===== config.mk =====
export PLATFORM = sky130hd
export DESIGN_NAME = indexed_min_heap
export DESIGN_NICKNAME = d
export VERILOG_FILES = /design/src/rtl/imh_pkg.sv /design/src/rtl/indexed_min_heap.sv
export SDC_FILE = /design/constraint.sdc
export NUM_CORES = 2
export LEC_CHECK = 0
export ABC_CLOCK_PERIOD_IN_PS = 13880
export BUFFER_PORTS_ARGS = -buffer_cell sky130_fd_sc_hd__buf_2
export CAP_MARGIN = 20
export CORE_MARGIN = 2
export CORE_UTILIZATION = 37
export CTS_CLUSTER_DIAMETER = 50
export DETAILED_ROUTE_END_ITERATION = 6
export HOLD_SLACK_MARGIN = 0.15
export PLACE_DENSITY = 0.62
export SYNTH_ARGS = -nofsm -noshare
export SYNTH_HDL_FRONTEND = slang
export SYNTH_SLANG_ARGS = --single-unit
export TNS_END_PERCENT = 1

===== constraint.sdc =====
create_clock -name clk -period 13.88 [get_ports clk]
set_input_delay 3.47 -clock clk [delete_from_list [all_inputs] [get_ports clk]]
set_output_delay 3.47 -clock clk [all_outputs]
set_load 0.05 [all_outputs]

===== src/rtl/imh_pkg.sv =====
// indexed min-heap package: sizes, request/response structs, slot entry,
// sequencer states and status codes. no dependencies.
package imh_pkg;

	localparam int CAPACITY = 64;
	localparam int ID_COUNT = 64;
	localparam int KEY_W    = 32;
	localparam int ID_W     = $clog2(ID_COUNT);
	localparam int SLOT_W   = $clog2(CAPACITY);
	localparam int CNT_W    = $clog2(CAPACITY + 1);
	localparam int CHILD_W  = SLOT_W + 2;

	typedef enum logic {
		OP_INSERT = 1'b0,
		OP_REMOVE = 1'b1
	} op_t;

	typedef enum logic [1:0] {
		ST_OK      = 2'd0,
		ST_FULL    = 2'd1,
		ST_PRESENT = 2'd2,
		ST_ABSENT  = 2'd3
	} status_t;

	typedef struct packed {
		op_t              operation;
		logic [KEY_W-1:0] key;
		logic [ID_W-1:0]  item_id;
	} req_t;

	typedef struct packed {
		logic [KEY_W-1:0] top_key;
		logic [ID_W-1:0]  top_id;
		logic [CNT_W-1:0] entry_count;
		logic             is_empty;
		status_t          status;
	} rsp_t;

	typedef struct packed {
		logic [KEY_W-1:0] key;
		logic [ID_W-1:0]  id;
	} slot_t;

	typedef enum logic [3:0] {
		S_IDLE,
		S_CHECK,
		S_LOAD,
		S_UP_RD,
		S_UP_CMP,
		S_DN_RD,
		S_DN_CMP,
		S_TOP,
		S_FIN
	} state_t;

endpackage


===== src/rtl/indexed_min_heap.sv =====
// indexed binary min-heap with an id-to-slot map for removal by id
// depends on imh_pkg (sizes, structs, states, status codes)
//
//  channel | direction | handshake          | payload
//  req     | in        | req_valid/req_stall | imh_pkg::req_t (operation, key, item_id)
//  rsp     | out       | rsp_valid/rsp_stall | imh_pkg::rsp_t (top, count, status)
//
// one request at a time; from acceptance to the next acceptance a request goes through
// check and lookup, a read and a compare per heap level walked (sift up, and on a remove
// whose moved entry did not rise, sift down; at most log2(CAPACITY) levels), then a read
// of slot 0. the slot memory has one write port and two registered read ports.
// reset clears the fill count, presence bits and the sequencer; slots need no clearing.
// the next request is taken as soon as the last one is in the response register;
// a stalled response only holds the sequencer at its final step.
module indexed_min_heap (
	input  logic           clk,
	input  logic           arst_n,
	input  logic           req_valid,
	output logic           req_stall,
	input  imh_pkg::req_t  req,
	output logic           rsp_valid,
	input  logic           rsp_stall,
	output imh_pkg::rsp_t  rsp
);

	imh_pkg::state_t state_q, state_d;

	// heap slots and id map
	imh_pkg::slot_t               slot_mem [imh_pkg::CAPACITY];
	logic [imh_pkg::SLOT_W-1:0]   map_mem  [imh_pkg::ID_COUNT];
	logic [imh_pkg::ID_COUNT-1:0] valid_q;

	imh_pkg::slot_t             rd_a_q, rd_b_q;
	logic [imh_pkg::SLOT_W-1:0] ra, rb;
	logic [imh_pkg::SLOT_W-1:0] map_rd_q;

	logic                       slot_we;
	logic [imh_pkg::SLOT_W-1:0] slot_wa;
	imh_pkg::slot_t             slot_wd;
	logic                       map_we;
	logic [imh_pkg::ID_W-1:0]   map_wa;
	logic [imh_pkg::SLOT_W-1:0] map_wd;

	logic                       valid_set, valid_clr;

	// request and working registers
	imh_pkg::op_t               op_q;
	logic [imh_pkg::KEY_W-1:0]  key_q;
	logic [imh_pkg::ID_W-1:0]   id_q;
	imh_pkg::slot_t             cur_q, cur_d;
	logic [imh_pkg::SLOT_W-1:0] hole_q, hole_d;
	logic                       moved_q, moved_d;
	logic [imh_pkg::CNT_W-1:0]  fill_q, fill_d;
	imh_pkg::status_t           status_q, status_d;

	logic                       rsp_valid_q;
	imh_pkg::rsp_t              rsp_q, rsp_d;
	logic                       rsp_load;

	logic                         req_acc;
	logic [imh_pkg::CNT_W-1:0]    last_cnt;
	logic [imh_pkg::SLOT_W-1:0]   last_slot;
	logic [imh_pkg::SLOT_W-1:0]   parent;
	logic [imh_pkg::CHILD_W-1:0]  left_c, right_c, fill_ext;
	logic                         right_ok;
	imh_pkg::slot_t               child;
	logic [imh_pkg::SLOT_W-1:0]   child_slot;

	assign req_stall = (state_q != imh_pkg::S_IDLE);
	assign req_acc   = req_valid && !req_stall;
	assign rsp_valid = rsp_valid_q;
	assign rsp       = rsp_q;

	assign last_cnt  = fill_q - imh_pkg::CNT_W'(1);
	assign last_slot = last_cnt[imh_pkg::SLOT_W-1:0];
	assign parent    = (hole_q - imh_pkg::SLOT_W'(1)) >> 1;
	assign left_c    = {1'b0, hole_q, 1'b1};
	assign right_c   = left_c + imh_pkg::CHILD_W'(1);
	assign fill_ext  = imh_pkg::CHILD_W'(fill_q);
	assign right_ok  = right_c < fill_ext;

	// pick the smaller child, left on a tie
	always_comb begin
		if (right_ok && (rd_b_q.key < rd_a_q.key)) begin
			child      = rd_b_q;
			child_slot = right_c[imh_pkg::SLOT_W-1:0];
		end else begin
			child      = rd_a_q;
			child_slot = left_c[imh_pkg::SLOT_W-1:0];
		end
	end

	always_ff @(posedge clk or negedge arst_n) begin
		if (!arst_n) begin
			state_q     <= imh_pkg::S_IDLE;
			fill_q      <= '0;
			valid_q     <= '0;
			rsp_valid_q <= 1'b0;
		end else begin
			state_q <= state_d;
			fill_q  <= fill_d;
			if (valid_set) begin
				valid_q[id_q] <= 1'b1;
			end
			if (valid_clr) begin
				valid_q[id_q] <= 1'b0;
			end
			if (rsp_load) begin
				rsp_valid_q <= 1'b1;
			end else if (rsp_valid_q && !rsp_stall) begin
				rsp_valid_q <= 1'b0;
			end
		end
	end

	always_ff @(posedge clk) begin
		if (req_acc) begin
			op_q     <= req.operation;
			key_q    <= req.key;
			id_q     <= req.item_id;
			map_rd_q <= map_mem[req.item_id];
		end
		cur_q    <= cur_d;
		hole_q   <= hole_d;
		moved_q  <= moved_d;
		status_q <= status_d;
		if (rsp_load) begin
			rsp_q <= rsp_d;
		end
	end

	always_ff @(posedge clk) begin
		if (slot_we) begin
			slot_mem[slot_wa] <= slot_wd;
		end
		rd_a_q <= slot_mem[ra];
		rd_b_q <= slot_mem[rb];
	end

	always_ff @(posedge clk) begin
		if (map_we) begin
			map_mem[map_wa] <= map_wd;
		end
	end

	always_comb begin
		state_d   = state_q;
		cur_d     = cur_q;
		hole_d    = hole_q;
		moved_d   = moved_q;
		fill_d    = fill_q;
		status_d  = status_q;
		valid_set = 1'b0;
		valid_clr = 1'b0;
		ra        = '0;
		rb        = '0;
		slot_we   = 1'b0;
		slot_wa   = hole_q;
		slot_wd   = cur_q;
		map_we    = 1'b0;
		map_wa    = cur_q.id;
		map_wd    = hole_q;
		rsp_load  = 1'b0;
		rsp_d     = '0;

		unique case (state_q)
			imh_pkg::S_IDLE: begin
				if (req_acc) begin
					state_d = imh_pkg::S_CHECK;
				end
			end
			imh_pkg::S_CHECK: begin
				status_d = imh_pkg::ST_OK;
				moved_d  = 1'b0;
				state_d  = imh_pkg::S_TOP;
				if (op_q == imh_pkg::OP_INSERT) begin
					if (fill_q == imh_pkg::CNT_W'(imh_pkg::CAPACITY)) begin
						status_d = imh_pkg::ST_FULL;
					end else if (valid_q[id_q]) begin
						status_d = imh_pkg::ST_PRESENT;
					end else begin
						cur_d     = '{key: key_q, id: id_q};
						hole_d    = fill_q[imh_pkg::SLOT_W-1:0];
						fill_d    = fill_q + imh_pkg::CNT_W'(1);
						valid_set = 1'b1;
						state_d   = imh_pkg::S_UP_RD;
					end
				end else begin
					if (!valid_q[id_q]) begin
						status_d = imh_pkg::ST_ABSENT;
					end else begin
						valid_clr = 1'b1;
						fill_d    = last_cnt;
						hole_d    = map_rd_q;
						ra        = last_slot;
						// removing the last slot only shrinks the heap
						if (map_rd_q != last_slot) begin
							state_d = imh_pkg::S_LOAD;
						end
					end
				end
			end
			imh_pkg::S_LOAD: begin
				cur_d   = rd_a_q;
				state_d = imh_pkg::S_UP_RD;
			end
			imh_pkg::S_UP_RD: begin
				ra = parent;
				if (hole_q == '0) begin
					if (op_q == imh_pkg::OP_REMOVE && !moved_q) begin
						state_d = imh_pkg::S_DN_RD;
					end else begin
						slot_we = 1'b1;
						map_we  = 1'b1;
						state_d = imh_pkg::S_TOP;
					end
				end else begin
					state_d = imh_pkg::S_UP_CMP;
				end
			end
			imh_pkg::S_UP_CMP: begin
				if (cur_q.key < rd_a_q.key) begin
					// parent drops into the hole
					slot_we = 1'b1;
					slot_wd = rd_a_q;
					map_we  = 1'b1;
					map_wa  = rd_a_q.id;
					hole_d  = parent;
					moved_d = 1'b1;
					state_d = imh_pkg::S_UP_RD;
				end else if (op_q == imh_pkg::OP_REMOVE && !moved_q) begin
					state_d = imh_pkg::S_DN_RD;
				end else begin
					slot_we = 1'b1;
					map_we  = 1'b1;
					state_d = imh_pkg::S_TOP;
				end
			end
			imh_pkg::S_DN_RD: begin
				ra = left_c[imh_pkg::SLOT_W-1:0];
				rb = right_c[imh_pkg::SLOT_W-1:0];
				if (left_c >= fill_ext) begin
					slot_we = 1'b1;
					map_we  = 1'b1;
					state_d = imh_pkg::S_TOP;
				end else begin
					state_d = imh_pkg::S_DN_CMP;
				end
			end
			imh_pkg::S_DN_CMP: begin
				if (child.key < cur_q.key) begin
					// smaller child rises into the hole
					slot_we = 1'b1;
					slot_wd = child;
					map_we  = 1'b1;
					map_wa  = child.id;
					hole_d  = child_slot;
					state_d = imh_pkg::S_DN_RD;
				end else begin
					slot_we = 1'b1;
					map_we  = 1'b1;
					state_d = imh_pkg::S_TOP;
				end
			end
			imh_pkg::S_TOP: begin
				ra      = '0;
				state_d = imh_pkg::S_FIN;
			end
			imh_pkg::S_FIN: begin
				ra = '0;
				rsp_d.entry_count = fill_q;
				rsp_d.status      = status_q;
				rsp_d.is_empty    = (fill_q == '0);
				if (fill_q != '0) begin
					rsp_d.top_key = rd_a_q.key;
					rsp_d.top_id  = rd_a_q.id;
				end
				if (!rsp_valid_q || !rsp_stall) begin
					rsp_load = 1'b1;
					state_d  = imh_pkg::S_IDLE;
				end
			end
			default: begin
				state_d = imh_pkg::S_IDLE;
			end
		endcase
	end

	// presence bits track the fill count
	assert property (@(posedge clk) disable iff (!arst_n)
		$countones(valid_q) == int'(fill_q))
		else $error("presence bits disagree with fill count");

	assert property (@(posedge clk) disable iff (!arst_n)
		fill_q <= imh_pkg::CNT_W'(imh_pkg::CAPACITY))
		else $error("fill count above capacity");

	assert property (@(posedge clk) disable iff (!arst_n)
		req_acc |=> (state_q == imh_pkg::S_CHECK))
		else $error("accepted request not checked");

	assert property (@(posedge clk) disable iff (!arst_n)
		rsp_valid |-> (rsp.is_empty == (rsp.entry_count == '0)))
		else $error("empty flag disagrees with count");

	// while sifting, the hole never lies beyond the live slots
	assert property (@(posedge clk) disable iff (!arst_n)
		(state_q == imh_pkg::S_UP_CMP || state_q == imh_pkg::S_DN_RD)
		|-> (imh_pkg::CNT_W'(hole_q) < fill_q))
		else $error("hole outside the heap");

endmodule


# After elaboration in Yosys (flattened, before gate mapping)
# Memory sizes are Yosys's and may differ from the RTL's. A register that Yosys moved wholly into a read port is not among the register bits.
# Index checks and enable logic that the tools add are counted.
word_totals:
  regBits: 210
  mem_count: 2
  ram_bits: 2816
  elab_cells: 151
op_classes:
  mux: 70
  eq_ne: 23
  n_reduce_logical: 25
  order_cmp: 7
  n_bitwise: 3
  n_addsub: 4
mem_list:
  columns: ["memory", "words", "word_bits", "read_ports", "rd_clocked_by_memory_dff", "write_ports", "line", "source"]
  rows:
  - ["slot_mem", 64, 38, 2, 2, 1, "indexed_min_heap.sv:29", "imh_pkg::slot_t slot_mem [imh_pkg::CAPACITY];"]
  - ["map_mem", 64, 6, 1, 1, 1, "indexed_min_heap.sv:30", "logic [imh_pkg::SLOT_W-1:0] map_mem [imh_pkg::ID_COUNT];"]
op_table:
  columns: ["cell", "n"]
  rows:
  - ["$mux W38", 6]
  - ["$pmux W38 S2", 2]
  - ["$mux W64", 2]
  - ["$lt A32 B32 Y1", 3]
  - ["$mux W6", 12]
  - ["$and A64 B64 Y64", 1]
  - ["$not A64 Y64", 1]
  - ["$or A64 B64 Y64", 1]
  - ["$pmux W4 S9", 1]
  - ["$pmux W6 S3", 2]
  - ["$mux W7", 4]
  - ["$mux W1", 21]
  - ["$mux W4", 5]
  - ["$ne A2 B2 Y1 const B", 9]
  - ["$eq A4 B3 Y1 const B", 4]
  - ["$mux W2", 6]
  - ["$mux W3", 4]
  - ["$pmux W6 S2", 1]
  - ["$ne A3 B3 Y1 const B", 3]
  - ["$add A7 B1 Y8 const B", 1]
  - ["$eq A4 B2 Y1 const B", 2]
  - ["$lt A8 B7 Y1", 1]
  - ["$reduce_and A4 Y1", 2]
  - ["$add A7 B1 Y7 const B", 1]
  - ["other kinds (26)", 37]

# Depth between registers and ports, before layout
logic_depth:
  ltp_word: 9
  ltp_mapped: 30
  ltp_nobuf: 23

# Least setup slack after synthesis
# OpenSTA, ideal clock, no wires.
synth_path:
  path_kind: "register to register"
  startpoint: "reg hole_q[0] in the netlist's numbering"
  endpoint: "mem map_mem[13][0] in the netlist's numbering (enable)"
  synth_period_minus_slack_ps: 12433
  stages_incl_launch_ff: 28
  path_slack_ps: 1447
  n_path_buf: 6
  t_arrival_ps: 12078
  path_cell_list: "edfxtp_1 clkbuf_1 clkbuf_1 buf_1 buf_1 inv_1 ha_1 ha_1 o21a_1 o211ai_1 a21oi_1 a2111o_1 a21oi_2 clkbuf_1 clkbuf_1 mux2_2 ha_1 a21oi_1 nand2_1 a21oi_1 nor2_1 a2111oi_0 o21a_1 a21oi_1 a2111oi_1 and2_1 nand3_1 nor2b_1"
synth_via:
  elab_chain_len: 7
  elab_cells_between_ends: 14
synth_lines:
  columns: ["item", "line", "source"]
  rows:
  - ["start, declared", "indexed_min_heap.sv:51", "logic [imh_pkg::SLOT_W-1:0] hole_q, hole_d;"]
  - ["start signal, assigned", "indexed_min_heap.sv:124", "hole_q <= hole_d;"]
  - ["$add A7 B1 Y8 *", "indexed_min_heap.sv:78", "assign right_c = left_c + imh_pkg::CHILD_W'(1);"]
  - ["$lt A8 B7 Y1 *", "indexed_min_heap.sv:80", "assign right_ok = right_c < fill_ext;"]
  - ["$logic_and A1 B1 Y1 *", "indexed_min_heap.sv:84", "if (right_ok && (rd_b_q.key < rd_a_q.key)) begin"]
  - ["$mux W38 *", "indexed_min_heap.sv:84", null]
  - ["$lt A32 B32 Y1", "indexed_min_heap.sv:251", "if (child.key < cur_q.key) begin"]
  - ["$mux W6 *", "indexed_min_heap.sv:251", null]
  - ["$pmux W6 S2 *", "indexed_min_heap.sv:166", "unique case (state_q)"]
  - ["named net map_wa, one bit", "indexed_min_heap.sv:41", "logic [imh_pkg::ID_W-1:0] map_wa;"]
  - ["end, declared", "indexed_min_heap.sv:30", null]
# The timed path passes the listed nets; every way through them passes the cells marked *.

# Final worst setup path
layout_path:
  startpoint: "reg hole_q[2] in the netlist's numbering"
  endpoint: "mem map_mem[13][5] in the netlist's numbering (enable)"
layout_via:
  elab_chain_len: 7
  elab_cells_between_ends: 14
layout_lines:
  columns: ["item", "line"]
  rows:
  - ["$add A7 B1 Y8", "indexed_min_heap.sv:78"]
  - ["$lt A8 B7 Y1", "indexed_min_heap.sv:80"]
  - ["$logic_and A1 B1 Y1", "indexed_min_heap.sv:84"]
  - ["$mux W38", "indexed_min_heap.sv:84"]
  - ["$lt A32 B32 Y1", "indexed_min_heap.sv:251"]
  - ["$mux W6", "indexed_min_heap.sv:251"]
  - ["$pmux W6 S2", "indexed_min_heap.sv:166"]
# Several ways; a longest one is shown, not always the timed one.

==> run summary <==
status - complete, no violations
Worst Skew - 0.0523 ns
top post-synthesis cells by area - edfxtp_1 66%, nand2_1 5.9%, mux4_2 4.8%
asr flop ratio synth - 2.45%
Synth top cells by count - 2956 x edfxtp_1, 2138 x nand2_1, 686 x nand3_1, 633 x a21oi_1, 565 x mux2i_1
Worst Max-Slew Pin Slew - 1.25 ns
Min Hold Slack - 0.526 ns
Worst Setup End Kind - flip-flop
clk_lat worst skew - 0.96 ns
most frequent CP cell - buf_4
Core ar. - 0.363 sq mm
Top FF cell, synth - edfxtp_1
TNS Setup - 0 ns
vias in the first global route - 89438
Starting Density - 37.2%
post_cts resized - 0
GRT Overall Usage - 25.8%
DR vias - 94319
crit path cell chain - buf_4, xor2_4, buf_4, ha_1, o211ai_1, a21oi_1, a2111o_1, a21oi_4, buf_4, mux2_2, ha_1, nand4_1, nor2_1, nand3_1, a211oi_1, nor3b_1, and3_1, o2111ai_1, a2bb2oi_1, nand2_4, o221a_2, buf_4, nor3_1, nor2b_1
Max Clk Rate - 106 MHz
number of synthesized flops with an enable pin - 2956
unrepaired setup endpoints after global routing - no
cell area power density - 255 mW/mm^2
CP Class - flip-flop to flip-flop
minimum clock period - 9.45 ns
Data arrival, critical path - 9.99 ns
Hold Fails Final Rpt - 0
Hold Path Class - flip-flop to flip-flop
most common cell in the netlist - edfxtp_1
H-tree depth - 5
Std-Cell Rows - 221
clk buf depth - 4
top-area cell type share of the netlist area - 65.8%
Max Fanout on Critical Path - 78
initial drt markers - 15072
detailed-route wire length - 494000 um
antenna-violating nets left - 0
area leader, netlist - edfxtp_1
WHS Path Cells - 2
initial antenna violation count - 36
Crit path buffers/inverters - 4
GR Overflow Total - 0
period utilization - 68.1%
first-pass GRT wire length - 685000 um
clock sink count - 3108
HPWL Detailed - 282000 um
VDD IR-drop max - 0.000246 V
CP peak stage delay - 0.75 ns
drt wl/cell - 32.7 um
Slew headroom - 16.1%
Synth Register Bits - 3108
Syn. warnings - 0
Post-CTS Hold Fix Bufs - 0
routed vias/inst - 6.23
cell family with most CP delay - simple AND/OR/NAND/NOR gates
CTS tree - built
drt pass-1 iters - 7
Post-Syn Nets - 10108
die area - 0.370 sq mm
fillcell total - 32604
Yosys cell types - 89
Worst R2R Path Depth - 24
# DRC - 0
Nets - 10161
leak pwr - 51.6 nW
IO buf count - 92
MaxCap Viol Count - 0
placer congestion estimate - 0.935
Post-Synthesis Cells - 9952
Die W - 608 um
CP Depth - 24
Slew Limit Fails - 0
root buffer cell - clkbuf_16
Syn Std Cell Area - 0.135 sq mm
Critical-path top delay cell - a2bb2oi_1
setup violators final - 0
largest net degree at the start of global routing - 136
Final Core Density - 42.4%
Area Growth Syn to Fin - 13.9%
Worst EP required - 14.42 ns
share of cells above drive strength 1 - 14.6%
Num CTS Buffers - 349
postcts setup bufs - 0
clock slew at reported path FFs - 0.06 ns
sequential fraction of the synthesis area - 68.3%
Avg Cell Area, Syn - 13.6 sq um
Startpoint Class - flip-flop
die height - 608 um
IO Count - 93
==> area by class of cell <==
cell class	instances	area (sq um)	share of cell area, %
flip-flops and latches	3108	92200	60.0
multi-input cells	6068	40700	26.4
clock buffers	411	9290	6.04
well taps	4794	6000	3.90
repair buffers	392	3070	2.00
clock inverters	226	2110	1.37
inverters	86	323	0.210
diodes	46	115	0.0749
==> worst paths after layout <==
path | start | endpoint | slack [ns]
worst max-delay path | hole_q[2] | map_mem[13][5] | 4.43
worst min-delay path | valid_q[6] | valid_q[6] | 0.53
worst max register to register | hole_q[2] | map_mem[13][5] | 4.43
worst min register to register | valid_q[6] | valid_q[6] | 0.53
max in group asynchronous | arst_n | fill_q[3] | 10.80
min in group asynchronous | arst_n | valid_q[61] | 2.46
==> worst min-delay path, cell delays in order (launching register included) <==
cell and delay, ns:
dfrtp_1 0.34, a21oi_1 0.04, a21oi_1 0.10
==> sequential cells by signal, summed over array words and instances (netlist names) <==
signal / cells
moved_q: 1
rd_a_q: 38
cur_q: 38
rd_b_q: 38
op_q: 1
rsp: 48
key_q: 32
hole_q: 6
state_q: 4
map_rd_q: 6
map_mem: 384
rsp_valid: 1
fill_q: 7
valid_q: 64
id_q: 6
slot_mem: 2432
status_q: 2
==> placed cells by master, fill, tap and decap left out, types with 23 or more instances in the layout <==
| cell type | netlist | layout |
|---|---|---|
| dfxtp_1 | 76 | 76 |
| nor2_1 | 259 | 179 |
| clkinv_2 | 0 | 52 |
| mux4_2 | 287 | 287 |
| o22ai_1 | 75 | 75 |
| ha_1 | 113 | 113 |
| nor2b_1 | 23 | 23 |
| clkbuf_16 | 0 | 361 |
| a31o_2 | 40 | 40 |
| a211oi_1 | 57 | 57 |
| o21ai_4 | 0 | 31 |
| nand2_1 | 2138 | 2127 |
| and2_1 | 45 | 43 |
| and3_1 | 85 | 83 |
| inv_1 | 83 | 80 |
| a31oi_1 | 182 | 182 |
| bufinv_16 | 0 | 26 |
| a32oi_1 | 71 | 71 |
| o221ai_1 | 172 | 172 |
| a311oi_1 | 45 | 45 |
| nor3_1 | 26 | 25 |
| clkbuf_1 | 321 | 43 |
| clkinv_1 | 1 | 67 |
| diode_2 | 0 | 46 |
| nor4_1 | 35 | 33 |
| nor2_4 | 0 | 74 |
| nand3_1 | 686 | 686 |
| nand4_1 | 55 | 55 |
| clkinvlp_4 | 0 | 24 |
| buf_4 | 10 | 269 |
| a221oi_1 | 26 | 26 |
| o21ai_0 | 115 | 83 |
| dfrtp_1 | 76 | 76 |
| edfxtp_1 | 2956 | 2956 |
| mux2_2 | 75 | 75 |
| mux2i_1 | 565 | 565 |
| a22oi_1 | 31 | 31 |
| a21o_1 | 36 | 36 |
| a21oi_1 | 633 | 628 |
| buf_2 | 210 | 91 |
==> per-stage QoR <==
step	total power, mW	cells	instance area (sq um)	setup WS (ns)
final	39.2	15131	154000	4.43
after global routing	40.2	15120	154000	3.90
after CTS	38.6	15072	153000	4.40
after detailed placement	29.5	14435	142000	4.47
after global placement	29.3	14429	142000	4.28
after floorplan	22.6	9952	135000	1.45
==> per-layer routing <==
metal	vias up	track usage, %	routed length, um
li1	38186	-	-
met1	47350	33.4	178000
met2	7167	39.1	217000
met3	1594	5.84	61000
met4	22	17.0	38400
met5	-	0	151
==> report_power, final <==
group	leakage (nW)	internal [mW]	switching (mW)
Combinational	17.7	4.12	12.5
Clock	5.54	5.31	3.90
Sequential	28.3	13.1	0.336
Total	51.6	22.5	16.7
==> cells by family after synthesis <==
group / count (synthesis) / share of synthesized area [%]
multiplexers: 927 / 9.61
adder cells (fa/ha/maj): 113 / 1.05
AND/OR/NAND/NOR: 3411 / 10.8
buffers and inverters: 776 / 2.43
flip-flops: 3108 / 68.3
XOR/XNOR: 28 / 0.182
AO/OA/AOI/OAI: 1589 / 7.65
(Power assumes the default switching activity.)
